File: src/rtl/core/pprd_pkg.sv
// Package for the pulse peak rate detector: field widths, register codes,
// reset values and the transaction types shared by the core, front and back. No dependencies.
`timescale 1ns / 1ps

package pprd_pkg;

  localparam int SAMPLE_W  = 18;
  localparam int TIME_W    = 48;
  localparam int RATE_W    = 16;
  localparam int INTV_W    = 24;
  localparam int THR_W     = 8;
  localparam int CFG_W     = 24;
  localparam int CFG_IDX_W = 2;
  localparam int DIV_NUM_W = 26;
  localparam int DIV_DEN_W = 24;

  localparam logic [CFG_IDX_W-1:0] CFG_MIN_INTERVAL = 2'd0;
  localparam logic [CFG_IDX_W-1:0] CFG_MAX_INTERVAL = 2'd1;
  localparam logic [CFG_IDX_W-1:0] CFG_THR_DIVISOR  = 2'd2;

  localparam logic [INTV_W-1:0]    MIN_INTERVAL_RST = 24'd250000;
  localparam logic [INTV_W-1:0]    MAX_INTERVAL_RST = 24'd2000000;
  localparam logic [THR_W-1:0]     THR_DIVISOR_RST  = 8'd18;
  localparam logic [DIV_NUM_W-1:0] RATE_NUMERATOR   = 26'd60000000;
  localparam logic [RATE_W-1:0]    RATE_MAX         = 16'hFFFF;

  typedef struct packed {
    logic [SAMPLE_W-1:0] ir_sample;
    logic [TIME_W-1:0]   timestamp_us;
  } in_item_t;

  typedef struct packed {
    logic                peak_flag;
    logic                rate_update;
    logic [RATE_W-1:0]   raw_rate;
    logic [RATE_W-1:0]   smoothed_rate;
    logic [RATE_W-1:0]   held_rate;
    logic [SAMPLE_W-1:0] dc_level_out;
  } out_item_t;

  // Classified sample handed from the front to the back.
  typedef struct packed {
    logic                peak;
    logic                update;
    logic [INTV_W-1:0]   interval;
    logic [SAMPLE_W-1:0] dc_level;
  } peak_item_t;

endpackage

File: src/rtl/core/pulse_peak_rate_detector_core.sv
// Top level of the pulse peak rate detector: front end, classified-sample queue,
// back end and result queue. Depends on pprd_pkg, pprd_front, pprd_fifo, pprd_back.
//
//   channel  direction  handshake            payload
//   input    in         push / full          in_item_i  (ir_sample, timestamp_us)
//   result   out        empty / pop          out_item_o (flags, rates, dc level)
//   config   in         cfg_we_i             cfg_idx_i, cfg_data_i
//
// The front takes a new sample only once it has handed on the last one. A sample
// without a rate update leaves the back in the cycle it is taken; one with an
// update waits for the rate division, history summing and the mean division.
// Reset clears the control state at once, with no clearing pass.
// A full result queue stalls the back, then the middle queue, then push.
`timescale 1ns / 1ps

module pulse_peak_rate_detector_core #(
  parameter int HISTORY_DEPTH = 8
) (
  input  logic                           clk_i,
  input  logic                           rst_ni,
  input  logic                           cfg_we_i,
  input  logic [pprd_pkg::CFG_IDX_W-1:0] cfg_idx_i,
  input  logic [pprd_pkg::CFG_W-1:0]     cfg_data_i,
  input  logic                           push,
  input  pprd_pkg::in_item_t             in_item_i,
  output logic                           full,
  output logic                           empty,
  input  logic                           pop,
  output pprd_pkg::out_item_t            out_item_o
);

  pprd_pkg::peak_item_t front_item, mid_item;
  pprd_pkg::out_item_t  back_item;
  logic front_valid, mid_full, mid_empty, mid_pop;
  logic out_full, out_push;

  pprd_front u_front (
    .clk_i        (clk_i),
    .rst_ni       (rst_ni),
    .cfg_we_i     (cfg_we_i),
    .cfg_idx_i    (cfg_idx_i),
    .cfg_data_i   (cfg_data_i),
    .push_i       (push),
    .in_item_i    (in_item_i),
    .busy_o       (full),
    .item_o       (front_item),
    .item_valid_o (front_valid),
    .item_ready_i (!mid_full)
  );

  pprd_fifo #(
    .WIDTH ($bits(pprd_pkg::peak_item_t)),
    .DEPTH (4)
  ) u_mid_queue (
    .clk_i   (clk_i),
    .rst_ni  (rst_ni),
    .push_i  (front_valid),
    .wdata_i (front_item),
    .full_o  (mid_full),
    .pop_i   (mid_pop),
    .rdata_o (mid_item),
    .empty_o (mid_empty)
  );

  pprd_back #(
    .HISTORY_DEPTH (HISTORY_DEPTH)
  ) u_back (
    .clk_i        (clk_i),
    .rst_ni       (rst_ni),
    .item_i       (mid_item),
    .item_valid_i (!mid_empty),
    .item_pop_o   (mid_pop),
    .out_full_i   (out_full),
    .out_push_o   (out_push),
    .out_item_o   (back_item)
  );

  pprd_fifo #(
    .WIDTH ($bits(pprd_pkg::out_item_t)),
    .DEPTH (2)
  ) u_out_queue (
    .clk_i   (clk_i),
    .rst_ni  (rst_ni),
    .push_i  (out_push),
    .wdata_i (back_item),
    .full_o  (out_full),
    .pop_i   (pop),
    .rdata_o (out_item_o),
    .empty_o (empty)
  );

endmodule

File: src/rtl/core/pprd_fifo.sv
// Small generic first-in first-out queue of flat words.
// No dependencies.
`timescale 1ns / 1ps

module pprd_fifo #(
  parameter int WIDTH = 8,
  parameter int DEPTH = 2
) (
  input  logic             clk_i,
  input  logic             rst_ni,
  input  logic             push_i,
  input  logic [WIDTH-1:0] wdata_i,
  output logic             full_o,
  input  logic             pop_i,
  output logic [WIDTH-1:0] rdata_o,
  output logic             empty_o
);

  localparam int AW = (DEPTH > 1) ? $clog2(DEPTH) : 1;
  localparam int CW = $clog2(DEPTH + 1);

  logic [WIDTH-1:0] mem_q [DEPTH];
  logic [AW-1:0]    wptr_q, rptr_q;
  logic [CW-1:0]    count_q;
  logic             do_push, do_pop;

  assign full_o  = (count_q == CW'(DEPTH));
  assign empty_o = (count_q == '0);
  assign do_push = push_i && !full_o;
  assign do_pop  = pop_i && !empty_o;
  assign rdata_o = mem_q[rptr_q];

  always_ff @(posedge clk_i or negedge rst_ni) begin
    if (!rst_ni) begin
      wptr_q  <= '0;
      rptr_q  <= '0;
      count_q <= '0;
    end else begin
      if (do_push) begin
        wptr_q <= (wptr_q == AW'(DEPTH - 1)) ? '0 : wptr_q + 1'b1;
      end
      if (do_pop) begin
        rptr_q <= (rptr_q == AW'(DEPTH - 1)) ? '0 : rptr_q + 1'b1;
      end
      if (do_push && !do_pop) begin
        count_q <= count_q + 1'b1;
      end else if (do_pop && !do_push) begin
        count_q <= count_q - 1'b1;
      end
    end
  end

  always_ff @(posedge clk_i) begin
    if (do_push) begin
      mem_q[wptr_q] <= wdata_i;
    end
  end

endmodule

File: src/rtl/core/pprd_ram.sv
// Generic single-write, single-read RAM with a registered read port.
// No dependencies.
`timescale 1ns / 1ps

module pprd_ram #(
  parameter int WIDTH = 16,
  parameter int DEPTH = 8
) (
  input  logic                                 clk_i,
  input  logic                                 we_i,
  input  logic [((DEPTH > 1) ? $clog2(DEPTH) : 1)-1:0] waddr_i,
  input  logic [WIDTH-1:0]                     wdata_i,
  input  logic [((DEPTH > 1) ? $clog2(DEPTH) : 1)-1:0] raddr_i,
  output logic [WIDTH-1:0]                     rdata_o
);

  logic [WIDTH-1:0] mem_q [DEPTH];

  always_ff @(posedge clk_i) begin
    if (we_i) begin
      mem_q[waddr_i] <= wdata_i;
    end
    rdata_o <= mem_q[raddr_i];
  end

endmodule

File: src/rtl/core/pprd_divider.sv
// Restoring unsigned divider, one quotient bit per cycle.
// No dependencies.
`timescale 1ns / 1ps

module pprd_divider #(
  parameter int NUM_W = 26,
  parameter int DEN_W = 24
) (
  input  logic             clk_i,
  input  logic             rst_ni,
  input  logic             start_i,
  input  logic [NUM_W-1:0] num_i,
  input  logic [DEN_W-1:0] den_i,
  output logic [NUM_W-1:0] quo_o,
  output logic             done_o
);

  localparam int CNT_W = $clog2(NUM_W);

  logic [NUM_W-1:0] num_q;
  logic [DEN_W-1:0] rem_q, den_q;
  logic [CNT_W-1:0] cnt_q;
  logic             busy_q, done_q;
  logic [DEN_W:0]   shifted;
  logic             ge;

  assign shifted = {rem_q, num_q[NUM_W-1]};
  assign ge      = (shifted >= {1'b0, den_q});
  assign quo_o   = num_q;
  assign done_o  = done_q;

  always_ff @(posedge clk_i or negedge rst_ni) begin
    if (!rst_ni) begin
      busy_q <= 1'b0;
      done_q <= 1'b0;
      cnt_q  <= '0;
    end else begin
      done_q <= 1'b0;
      if (start_i) begin
        busy_q <= 1'b1;
        cnt_q  <= '0;
      end else if (busy_q) begin
        cnt_q <= cnt_q + 1'b1;
        if (cnt_q == CNT_W'(NUM_W - 1)) begin
          busy_q <= 1'b0;
          done_q <= 1'b1;
        end
      end
    end
  end

  // The dividend register shifts out from the top while quotient bits enter at the bottom.
  always_ff @(posedge clk_i) begin
    if (start_i) begin
      num_q <= num_i;
      den_q <= den_i;
      rem_q <= '0;
    end else if (busy_q) begin
      num_q <= {num_q[NUM_W-2:0], ge};
      rem_q <= ge ? DEN_W'(shifted - {1'b0, den_q}) : shifted[DEN_W-1:0];
    end
  end

endmodule

File: src/rtl/core/pprd_front.sv
// Front end: configuration registers, DC tracking filter and peak classification.
// Depends on pprd_pkg.
`timescale 1ns / 1ps

module pprd_front (
  input  logic                           clk_i,
  input  logic                           rst_ni,
  input  logic                           cfg_we_i,
  input  logic [pprd_pkg::CFG_IDX_W-1:0] cfg_idx_i,
  input  logic [pprd_pkg::CFG_W-1:0]     cfg_data_i,
  input  logic                           push_i,
  input  pprd_pkg::in_item_t             in_item_i,
  output logic                           busy_o,
  output pprd_pkg::peak_item_t           item_o,
  output logic                           item_valid_o,
  input  logic                           item_ready_i
);

  typedef enum logic {ST_IDLE, ST_CLASS} state_e;

  localparam int SW = pprd_pkg::SAMPLE_W;
  localparam int TW = pprd_pkg::TIME_W;
  localparam int MW = SW + 6;
  localparam int PW = SW + pprd_pkg::THR_W;

  state_e                       state_q;
  logic [pprd_pkg::INTV_W-1:0]  min_q, max_q;
  logic [pprd_pkg::THR_W-1:0]   thr_q;
  logic [SW-1:0]                dc_q, prev_q, smp_q;
  logic [TW-1:0]                last_q, now_q;
  logic                         was_above_q;

  logic                         accept;
  logic [MW-1:0]                mix;
  logic [SW-1:0]                dc_d;
  logic [SW-1:0]                ac;
  logic [pprd_pkg::THR_W-1:0]   div_sel;
  logic [PW-1:0]                prod;
  logic                         above, peak, in_bounds;
  logic [TW-1:0]                interval;

  assign accept = push_i && (state_q == ST_IDLE);
  assign busy_o = (state_q != ST_IDLE);

  // dc * 31 + sample, then divided by 32
  assign mix  = (MW'(in_item_i.ir_sample) + (MW'(dc_q) << 5)) - MW'(dc_q);
  assign dc_d = (dc_q == '0) ? in_item_i.ir_sample : mix[SW+4:5];

  // ac > floor(dc / div) is the same test as ac * div > dc
  assign ac       = (smp_q > dc_q) ? smp_q - dc_q : '0;
  assign div_sel  = (thr_q == '0) ? pprd_pkg::THR_W'(1) : thr_q;
  assign prod     = PW'(ac) * PW'(div_sel);
  assign above    = (prod > PW'(dc_q)) && (smp_q > prev_q);
  assign peak     = above && !was_above_q;
  assign interval = now_q - last_q;
  assign in_bounds = (interval > TW'(min_q)) && (interval < TW'(max_q));

  assign item_valid_o    = (state_q == ST_CLASS);
  assign item_o.peak     = peak;
  assign item_o.update   = peak && (last_q != '0) && in_bounds;
  assign item_o.interval = interval[pprd_pkg::INTV_W-1:0];
  assign item_o.dc_level = dc_q;

  always_ff @(posedge clk_i or negedge rst_ni) begin
    if (!rst_ni) begin
      state_q     <= ST_IDLE;
      min_q       <= pprd_pkg::MIN_INTERVAL_RST;
      max_q       <= pprd_pkg::MAX_INTERVAL_RST;
      thr_q       <= pprd_pkg::THR_DIVISOR_RST;
      dc_q        <= '0;
      prev_q      <= '0;
      last_q      <= '0;
      was_above_q <= 1'b0;
    end else begin
      if (cfg_we_i) begin
        unique case (cfg_idx_i)
          pprd_pkg::CFG_MIN_INTERVAL: min_q <= cfg_data_i;
          pprd_pkg::CFG_MAX_INTERVAL: max_q <= cfg_data_i;
          pprd_pkg::CFG_THR_DIVISOR:  thr_q <= cfg_data_i[pprd_pkg::THR_W-1:0];
          default: ;
        endcase
      end
      unique case (state_q)
        ST_IDLE: begin
          if (accept) begin
            dc_q    <= dc_d;
            state_q <= ST_CLASS;
          end
        end
        ST_CLASS: begin
          if (item_ready_i) begin
            was_above_q <= above;
            prev_q      <= smp_q;
            if (peak) begin
              last_q <= now_q;
            end
            state_q <= ST_IDLE;
          end
        end
        default: state_q <= ST_IDLE;
      endcase
    end
  end

  always_ff @(posedge clk_i) begin
    if (accept) begin
      smp_q <= in_item_i.ir_sample;
      now_q <= in_item_i.timestamp_us;
    end
  end

endmodule

File: src/rtl/core/pprd_back.sv
// Back end: rate division, rate history and mean, result assembly.
// Depends on pprd_pkg, pprd_divider and pprd_ram.
`timescale 1ns / 1ps

module pprd_back #(
  parameter int HISTORY_DEPTH = 8
) (
  input  logic                   clk_i,
  input  logic                   rst_ni,
  input  pprd_pkg::peak_item_t   item_i,
  input  logic                   item_valid_i,
  output logic                   item_pop_o,
  input  logic                   out_full_i,
  output logic                   out_push_o,
  output pprd_pkg::out_item_t    out_item_o
);

  typedef enum logic [1:0] {B_IDLE, B_RATE, B_SUM, B_MEAN} state_e;

  localparam int AW    = (HISTORY_DEPTH > 1) ? $clog2(HISTORY_DEPTH) : 1;
  localparam int FW    = $clog2(HISTORY_DEPTH + 1);
  localparam int RW    = pprd_pkg::RATE_W;
  localparam int SUM_W = RW + FW;
  localparam int NW    = pprd_pkg::DIV_NUM_W;
  localparam int DW    = pprd_pkg::DIV_DEN_W;

  state_e               state_q;
  pprd_pkg::peak_item_t cur_q;
  logic [RW-1:0]        raw_q, latest_q;
  logic [AW-1:0]        widx_q;
  logic [FW-1:0]        fill_q, sidx_q;
  logic [SUM_W-1:0]     sum_q;
  logic                 rvalid_q;

  logic                 take, div_start, div_done, rd_en, sum_done, ram_we;
  logic [NW-1:0]        div_num, div_quo;
  logic [DW-1:0]        div_den;
  logic [RW-1:0]        raw_sat, ram_rdata;

  assign take       = (state_q == B_IDLE) && item_valid_i && !out_full_i;
  assign item_pop_o = take;
  assign rd_en      = (state_q == B_SUM) && (sidx_q < fill_q);
  assign sum_done   = (state_q == B_SUM) && !rd_en && !rvalid_q;
  assign div_start  = (take && item_i.update) || sum_done;
  assign div_num    = (state_q == B_IDLE) ? pprd_pkg::RATE_NUMERATOR : NW'(sum_q);
  assign div_den    = (state_q == B_IDLE) ? DW'(item_i.interval) : DW'(fill_q);
  assign raw_sat    = (div_quo > NW'(pprd_pkg::RATE_MAX)) ? pprd_pkg::RATE_MAX
                                                           : div_quo[RW-1:0];
  assign ram_we     = (state_q == B_RATE) && div_done;

  pprd_divider #(
    .NUM_W (NW),
    .DEN_W (DW)
  ) u_divider (
    .clk_i   (clk_i),
    .rst_ni  (rst_ni),
    .start_i (div_start),
    .num_i   (div_num),
    .den_i   (div_den),
    .quo_o   (div_quo),
    .done_o  (div_done)
  );

  pprd_ram #(
    .WIDTH (RW),
    .DEPTH (HISTORY_DEPTH)
  ) u_history (
    .clk_i   (clk_i),
    .we_i    (ram_we),
    .waddr_i (widx_q),
    .wdata_i (raw_sat),
    .raddr_i (sidx_q[AW-1:0]),
    .rdata_o (ram_rdata)
  );

  // A sample without a rate update leaves directly; otherwise the result waits for the mean.
  always_comb begin
    out_push_o = 1'b0;
    out_item_o.peak_flag     = item_i.peak;
    out_item_o.rate_update   = 1'b0;
    out_item_o.raw_rate      = '0;
    out_item_o.smoothed_rate = '0;
    out_item_o.held_rate     = latest_q;
    out_item_o.dc_level_out  = item_i.dc_level;
    if (take && !item_i.update) begin
      out_push_o = 1'b1;
    end else if ((state_q == B_MEAN) && div_done) begin
      out_push_o = 1'b1;
      out_item_o.peak_flag     = cur_q.peak;
      out_item_o.rate_update   = 1'b1;
      out_item_o.raw_rate      = raw_q;
      out_item_o.smoothed_rate = div_quo[RW-1:0];
      out_item_o.held_rate     = div_quo[RW-1:0];
      out_item_o.dc_level_out  = cur_q.dc_level;
    end
  end

  always_ff @(posedge clk_i or negedge rst_ni) begin
    if (!rst_ni) begin
      state_q  <= B_IDLE;
      latest_q <= '0;
      widx_q   <= '0;
      fill_q   <= '0;
      sidx_q   <= '0;
      rvalid_q <= 1'b0;
    end else begin
      unique case (state_q)
        B_IDLE: begin
          if (take && item_i.update) begin
            state_q <= B_RATE;
          end
        end
        B_RATE: begin
          if (div_done) begin
            widx_q   <= (widx_q == AW'(HISTORY_DEPTH - 1)) ? '0 : widx_q + 1'b1;
            if (fill_q != FW'(HISTORY_DEPTH)) begin
              fill_q <= fill_q + 1'b1;
            end
            sidx_q   <= '0;
            rvalid_q <= 1'b0;
            state_q  <= B_SUM;
          end
        end
        B_SUM: begin
          rvalid_q <= rd_en;
          if (rd_en) begin
            sidx_q <= sidx_q + 1'b1;
          end
          if (sum_done) begin
            state_q <= B_MEAN;
          end
        end
        B_MEAN: begin
          if (div_done) begin
            latest_q <= div_quo[RW-1:0];
            state_q  <= B_IDLE;
          end
        end
        default: state_q <= B_IDLE;
      endcase
    end
  end

  always_ff @(posedge clk_i) begin
    if (take) begin
      cur_q <= item_i;
    end
    if (ram_we) begin
      raw_q <= raw_sat;
      sum_q <= '0;
    end else if ((state_q == B_SUM) && rvalid_q) begin
      sum_q <= sum_q + SUM_W'(ram_rdata);
    end
  end

`ifndef SYNTHESIS
  a_fill_bounded: assert property (@(posedge clk_i) disable iff (!rst_ni)
    fill_q <= FW'(HISTORY_DEPTH))
    else $error("history fill count beyond depth");
  a_done_in_wait: assert property (@(posedge clk_i) disable iff (!rst_ni)
    div_done |-> (state_q == B_RATE || state_q == B_MEAN))
    else $error("divider finished outside a waiting state");
  a_push_has_room: assert property (@(posedge clk_i) disable iff (!rst_ni)
    out_push_o |-> !out_full_i)
    else $error("result pushed into a full queue");
  a_sum_nonempty: assert property (@(posedge clk_i) disable iff (!rst_ni)
    (state_q == B_SUM) |-> (fill_q != '0))
    else $error("mean taken over an empty history");
`endif

endmodule
File: config.mk
export PLATFORM = sky130hd
export DESIGN_NAME = pulse_peak_rate_detector_core
export DESIGN_NICKNAME = d
export VERILOG_FILES = /design/src/rtl/core/pprd_pkg.sv /design/src/rtl/core/pulse_peak_rate_detector_core.sv /design/src/rtl/core/pprd_fifo.sv /design/src/rtl/core/pprd_ram.sv /design/src/rtl/core/pprd_divider.sv /design/src/rtl/core/pprd_front.sv /design/src/rtl/core/pprd_back.sv
export SDC_FILE = /design/constraint.sdc
export NUM_CORES = 2
export LEC_CHECK = 0
export BUFFER_PORTS_ARGS = -buffer_cell sky130_fd_sc_hd__buf_4
export CAP_MARGIN = 0
export CORE_UTILIZATION = 50
export CTS_CLUSTER_SIZE = 30
export DETAILED_ROUTE_END_ITERATION = 16
export GPL_ROUTABILITY_DRIVEN = 1
export GPL_TIMING_DRIVEN = 0
export PLACE_DENSITY_LB_ADDON = 0.15
export SLEW_MARGIN = 5
export SYNTH_ARGS = -nofsm -noshare
export SYNTH_HDL_FRONTEND = slang
export SYNTH_SLANG_ARGS = --single-unit
File: constraint.sdc
create_clock -name clk_i -period 26.6 [get_ports clk_i]
set_input_delay 1.33 -clock clk_i [delete_from_list [all_inputs] [get_ports clk_i]]
set_output_delay 1.33 -clock clk_i [all_outputs]
set_load 0.01 [all_outputs]
# After elaboration in Yosys (flattened, before gate mapping)

Memory sizes are Yosys's and may differ from the RTL's. A register that Yosys moved wholly into a read port is not among the register bits.
Index checks and enable logic that the tools add are counted.
Widths: inputs -> output; s select.

Register bits after elaboration: 385
RAM bits: 440
Input port bits: 97
Output and inout bits: 70
Word-level logic and storage cells: 191
Memories kept: 3

Memory list:

| name                   | words | width | read ports | clocked after Yosys merged registers in | write ports | line            | text |
|---|---|---|---|---|---|---|---|
| u_mid_queue.mem_q      | 4     | 44    | 1          | 0                                       | 1           | pprd_fifo.sv:22 | `logic [WIDTH-1:0] mem_q [DEPTH];` |
| u_out_queue.mem_q      | 2     | 68    | 1          | 0                                       | 1           | pprd_fifo.sv:22 |  |
| u_back.u_history.mem_q | 8     | 16    | 1          | 1                                       | 1           | pprd_ram.sv:17  | `logic [WIDTH-1:0] mem_q [DEPTH];` |

Add/sub/neg operators: 18
$mul: 1
$lt $le $gt $ge: 8
Eq/ne operators: 17
Muxes and demuxes: 49
Bitwise operators: 2
Reduce and logical (&&, ||, !) cells: 60

Operators with widths:

| cell                 | number |
|---|---|
| $mux 68              | 2 |
| $mux 26              | 3 |
| $gt 48x24->1         | 1 |
| $lt 48x24->1         | 1 |
| $reduce_bool 48->1   | 1 |
| $sub 48x48->48       | 1 |
| $gt 18x18->1         | 2 |
| $mux 18              | 2 |
| $gt 26x16->1 const B | 1 |
| $gt 26x18->1         | 1 |
| $mul 18x8->26        | 1 |
| $ge 25x24->1         | 1 |
| $logic_and 1x1->1    | 24 |
| $mux 24              | 1 |
| $sub 24x24->24       | 1 |
| $add 18x23->23       | 1 |
| $sub 23x18->23       | 1 |
| $add 20x16->20       | 1 |
| $mux 1               | 19 |
| $logic_not 18->1     | 1 |
| $sub 18x18->18       | 1 |
| $mux 16              | 1 |
| $mux 2               | 8 |
| $reduce_and 2->1     | 8 |
| 31 further kinds     | 71 |

# Logic depth before layout (Yosys ltp)

Depth in word-level cells: 11
Gate-level depth with buffers: 46

# Modules after synthesis

Synthesis repeated with hierarchy kept, for this count alone.

Cell total of the unflattened synthesis: 3778
Area total of the unflattened synthesis: 46359.5 um2

By module, submodules not included:

| module                        | times used | cells an instance | area each (um2) | sequential area each (um2) |
|---|---|---|---|---|
| pprd_front                    | 1          | 2110              | 19356.1         | 5555.3 |
| pprd_fifo at u_mid_queue      | 1          | 267               | 6787.8          | 5460.2 |
| pprd_ram                      | 1          | 214               | 5293.8          | 4164.0 |
| pprd_back                     | 1          | 517               | 5197.5          | 2202.1 |
| pprd_fifo at u_out_queue      | 1          | 231               | 5146.2          | 4184.0 |
| pprd_divider                  | 1          | 437               | 4570.6          | 2157.1 |
| pulse_peak_rate_detector_core | 1          | 2                 | 7.5             | 0.0 |

# Worst setup path before layout

OpenSTA, ideal clock, no wires.

Path kind: reg2reg
From: register u_front.dc_q[0]
To: register u_front.last_q[0]
Setup time: 128 ps
Data arrival time: 8970 ps
Path slack: 17502 ps
Stages on the path, launching flop included: 40
Path buffers: 3
Period minus slack after synthesis: 9098 ps
Cell sequence: dfrtp_1 -> ha_1 -> inv_1 -> fa_1 -> a21o_1 -> a21oi_1 -> o21bai_1 -> a21oi_1 -> o21ai_1 -> a31oi_1 -> o211ai_1 -> nand2_1 -> a21o_1 -> o21ai_1 -> clkbuf_1 -> clkbuf_1 -> and3_1 -> fa_1 -> [4 not listed] -> inv_1 -> ha_1 -> a21oi_1 -> o21ai_1 -> o31a_1 -> a31oi_1 -> o31ai_1 -> xor2_1 -> ha_1 -> nand4_1 -> or2_2 -> or4_1 -> a21oi_1 -> nand4_1 -> nor4_1 -> nor4_1 -> clkbuf_1 -> mux2_1

Word-level cells in the longest chain between the ends: 7
Elaborated cells between the ends (all ways): 8
Classes of those cells: add/sub: 1; mul: 1; order compare: 2; mux: 1; reduce/logical: 3

Ends and longest elaborated chain:

| element                                        | line             | text |
|---|---|---|
| from (decl)                                    | pprd_front.sv:29 | `logic [SW-1:0] dc_q, prev_q, smp_q;` |
| from (signal assigned)                         | pprd_front.sv:70 | `dc_q <= '0;` |
| from (signal assigned)                         | pprd_front.sv:86 | `dc_q <= dc_d;` |
| $sub 18x18->18 or $gt 18x18->1 (tied branches) | pprd_front.sv:50 | `assign ac = (smp_q > dc_q) ? smp_q - dc_q : '0;` |
| $mux 18                                        | pprd_front.sv:50 |  |
| $mul 18x8->26                                  | pprd_front.sv:52 | `assign prod = PW'(ac) * PW'(div_sel);` |
| $gt 26x18->1 (*)                               | pprd_front.sv:53 | `assign above = (prod > PW'(dc_q)) && (smp_q > prev_q);` |
| $logic_and 1x1->1 (*)                          | pprd_front.sv:53 |  |
| $logic_and 1x1->1 (*)                          | pprd_front.sv:54 | `assign peak = above && !was_above_q;` |
| $reduce_and 3->1 (no line) (*)                 | n/a              |  |
| to (signal assigned)                           | pprd_front.sv:95 | `last_q <= now_q;` |
| to (decl)                                      | pprd_front.sv:30 | `logic [TW-1:0] last_q, now_q;` |

Mark *: on every way between the ends. The rest lies on a longest branch, timed or not.
A chain may end at the register's enable or synchronous reset.

# Worst setup path in the final report

From: register u_front.dc_q[0]
To: register u_front.last_q[12]

The elaborated chain is that of the path after synthesis.

==> impl_metrics.tcl <==
set metrics [dict create \
    status "complete, no violations" \
    r2r_end "u_front.last_q[12]" \
    yosysUniqueCellTypes 78 \
    synth_top_area_share_pct 39.2 \
    synthXorXnorAreaFrac_pct 2.46 \
    period_share_pct 44.7 \
    cp_slowest_cell "o21ai_1" \
    holdCritStartpoint "u_back.sum_q[9]" \
    yosysMostFrequentCell "edfxtp_1" \
    synth_edf_count 591 \
    slew_headroom_pct 22.8 \
    clock-sinks 841 \
    synth-seq-cells 841 \
    critical_path_required_ps 27120 \
    yosys.area_share.simple_pct 10.5 \
    syn_area_per_cell_um2 12.0 \
    grt_usage_pct 23.7 \
    die_w_um 303 \
    cts_tree "yes" \
    grt_pass1_vias 30100 \
    drcViolationCount 0 \
    synth_ff_type "edfxtp_1" \
    worst_setup_path_end_kind "flop" \
    maxCapViolCount 0 \
    tns_ps 0 \
    synthAdderAreaFrac_pct 12.8 \
    initial_core_util_pct 50.9 \
    io_pins 167 \
    grt_pass1_wl_mm 168 \
    fillers 7447 \
    rows 109 \
    synth_top_area_cell "edfxtp_1" \
    hold_ws_ps 474 \
    dieArea_um2 91700 \
    cts_made_buffers 90 \
    htree_levels 3 \
    wire_per_inst_um 20.3 \
    area_delta_synth_final_pct 13.6 \
    rsz0062_at_grt "no" \
    final_hold_viol_count 0 \
    crit_arrival_ps 12400 \
    finalSetupViolCount 0 \
    critical_path.max_stage_delay_ps 830 \
    root_buffer "clkbuf_16" \
    synth_warnings 0 \
    postCtsSetupBuffers 0 \
    critical_path_class "flop to flop" \
    cts.path.max_buffers 3 \
    vias 29700 \
    cp_top_family "compound AO/OA/AOI/OAI gates" \
    syn-num-nets 4254 \
    crit_top_cell "fa_1" \
    ant_nets 0 \
    synth_mux_area_share_pct 8.70 \
    drive_gt1_share_pct 15.4 \
    min_path_cells 2 \
    drt_first_pass_iters 5 \
    dr.first_iter.drc_count 1829 \
    cts.clk_slew.worst_paths_ps 70 \
    path_buf_inv 8 \
    slew_violations 0 \
    worstMarginPinSlew_ps 1160 \
    crit_fanout 10 \
    ys_seq_area_share_pct 52.5 \
    r2r_cells 43 \
    grt_max_degree 106 \
    die_y_um 303 \
    post_cts_resized 0 \
    async_reset_ff_share_pct 22.6 \
    io_buffer_count 166 \
    diodes 0 \
    core_area_um2 88900 \
    clock_latency_ps 680 \
    antenna_found_initial 4 \
    grt_overflow_total 0 \
    synth_compound_area_share_pct 8.74 \
    gp_congestion 0.894 \
    holdPathEnd "u_back.sum_q[9]" \
    syn_inst 3762 \
    hold_path_class "flop to flop" \
    r2r_start "u_front.dc_q[0]" \
    cts.hold.buffers_added 0 \
    synth_top_family_by_area "adder cells" \
    clock_skew_ps 54.7 \
    startpoint_type "flop" \
    nNetsFinal 4534 \
    ys_top_cells_by_count "edfxtp_1 (591), inv_1 (368), nand2_1 (337)" \
    fmax_mhz 84.2 \
    rrSetupSlack_ps 14720 \
    netlist_area_um2 45200 \
    dpl.hpwl_mm 79.5 \
    via_per_inst 5.62 \
    synth.area.top_cells "edfxtp_1 (39%), dfrtp_1 (9.6%), ha_1 (7.8%)" \
    routed_wl_mm 107 \
    period_minus_slack_ps 11880 \
]
[routing by layer]
layer | global-route usage, % | vias up | part of all wire (%)
met3 | 3.37 | 211 | 4.7
li1 | - | 14100 | -
met2 | 39.9 | 725 | 49
met1 | 31.1 | 14700 | 43
met5 | 0 | - | 0.0093
met4 | 9.43 | 2 | 3.8
[metrics by stage]
step	util, %	area (µm²)	cells	setup slack (ps)
after global placement	53.9	47900	5093	14690
after CTS	57.8	51400	5285	14980
after detailed placement	54.4	48300	5115	15070
after floorplan	-	45200	3762	17500
after global routing	57.8	51400	5285	14280
final	57.8	51400	5285	14720
[worst max-delay path by stage]
stage	to	from	cells after the start	slack, ps
5_1_grt	u_front.last_q[26]	u_front.dc_q[0]	43	14280
3_3_place_gp	u_front.last_q[33]	u_front.dc_q[0]	44	14690
4_1_cts	u_front.last_q[12]	u_front.dc_q[0]	43	14980
2_1_floorplan	u_front.last_q[0]	u_front.dc_q[0]	39	17500
3_5_place_dp	u_front.last_q[16]	u_front.dc_q[0]	43	15070
6_report	u_front.last_q[12]	u_front.dc_q[0]	43	14720
[worst register-to-register path: cells and delay by family, from the launching register on]
| kind | cells | cell delay, ps |
|---|---|---|
| xor+xnor | 1 | 160 |
| simple gates | 12 | 2810 |
| fa+ha+maj | 8 | 3070 |
| flops | 1 | 530 |
| compound gates | 14 | 3380 |
| buf+inv | 8 | 1760 |
[cell families (layout without fill, tap and decap cells)]
group	after synthesis	after routing
multiplexers	276	276
AO/OA/AOI/OAI	656	656
buffers and inverters	515	873
XOR/XNOR	127	127
flip-flops	841	841
AND/OR/NAND/NOR	952	952
adder cells (fa/ha/maj)	395	395
[state kept, by name, summed over array words and instances (netlist names), 18 cells and up]
name	count
u_mid_queue.mem_q	176
u_front.prev_q	18
u_back.u_divider.rem_q	24
u_front.smp_q	18
u_front.dc_q	18
u_front.last_q	48
u_front.now_q	48
u_front.min_q	24
u_back.u_divider.den_q	24
u_out_queue.mem_q	136
u_front.max_q	24
u_back.u_history.mem_q	128
u_back.u_divider.quo_o	26
u_back.sum_q	20
u_back.cur_q	19
[final cells by class]
cell class              count  area [µm²]  share of cell area (%)
inverters                 369        1390                    2.70
clock buffers             131        2520                    4.90
repair buffers            188        1600                    3.11
plain buffers             146         564                    1.10
clock inverters            39         509                   0.991
well taps                1165        1460                    2.84
multi-input cells        2406       19600                    38.2
flip-flops and latches    841       23700                    46.2
[cells in the final DEF, fill, tap and decap left out, types with 36 or more instances in the layout]
master / n
edfxtp_1: 591
inv_1: 368
nand2_1: 337
ha_1: 281
o21ai_0: 193
a21oi_1: 184
dfrtp_1: 174
mux2_2: 172
buf_4: 168
clkbuf_1: 153
nor2_1: 121
fa_1: 114
and3_1: 92
clkbuf_16: 91
and2_1: 86
xnor2_1: 77
mux4_2: 76
a21o_1: 68
dfxtp_1: 60
nand3_1: 52
nand4_1: 51
xor2_1: 50
nor3_1: 36
Power is not shown: default switching activity piles up to over one toggle a cycle in this logic, so the estimate is an artifact.
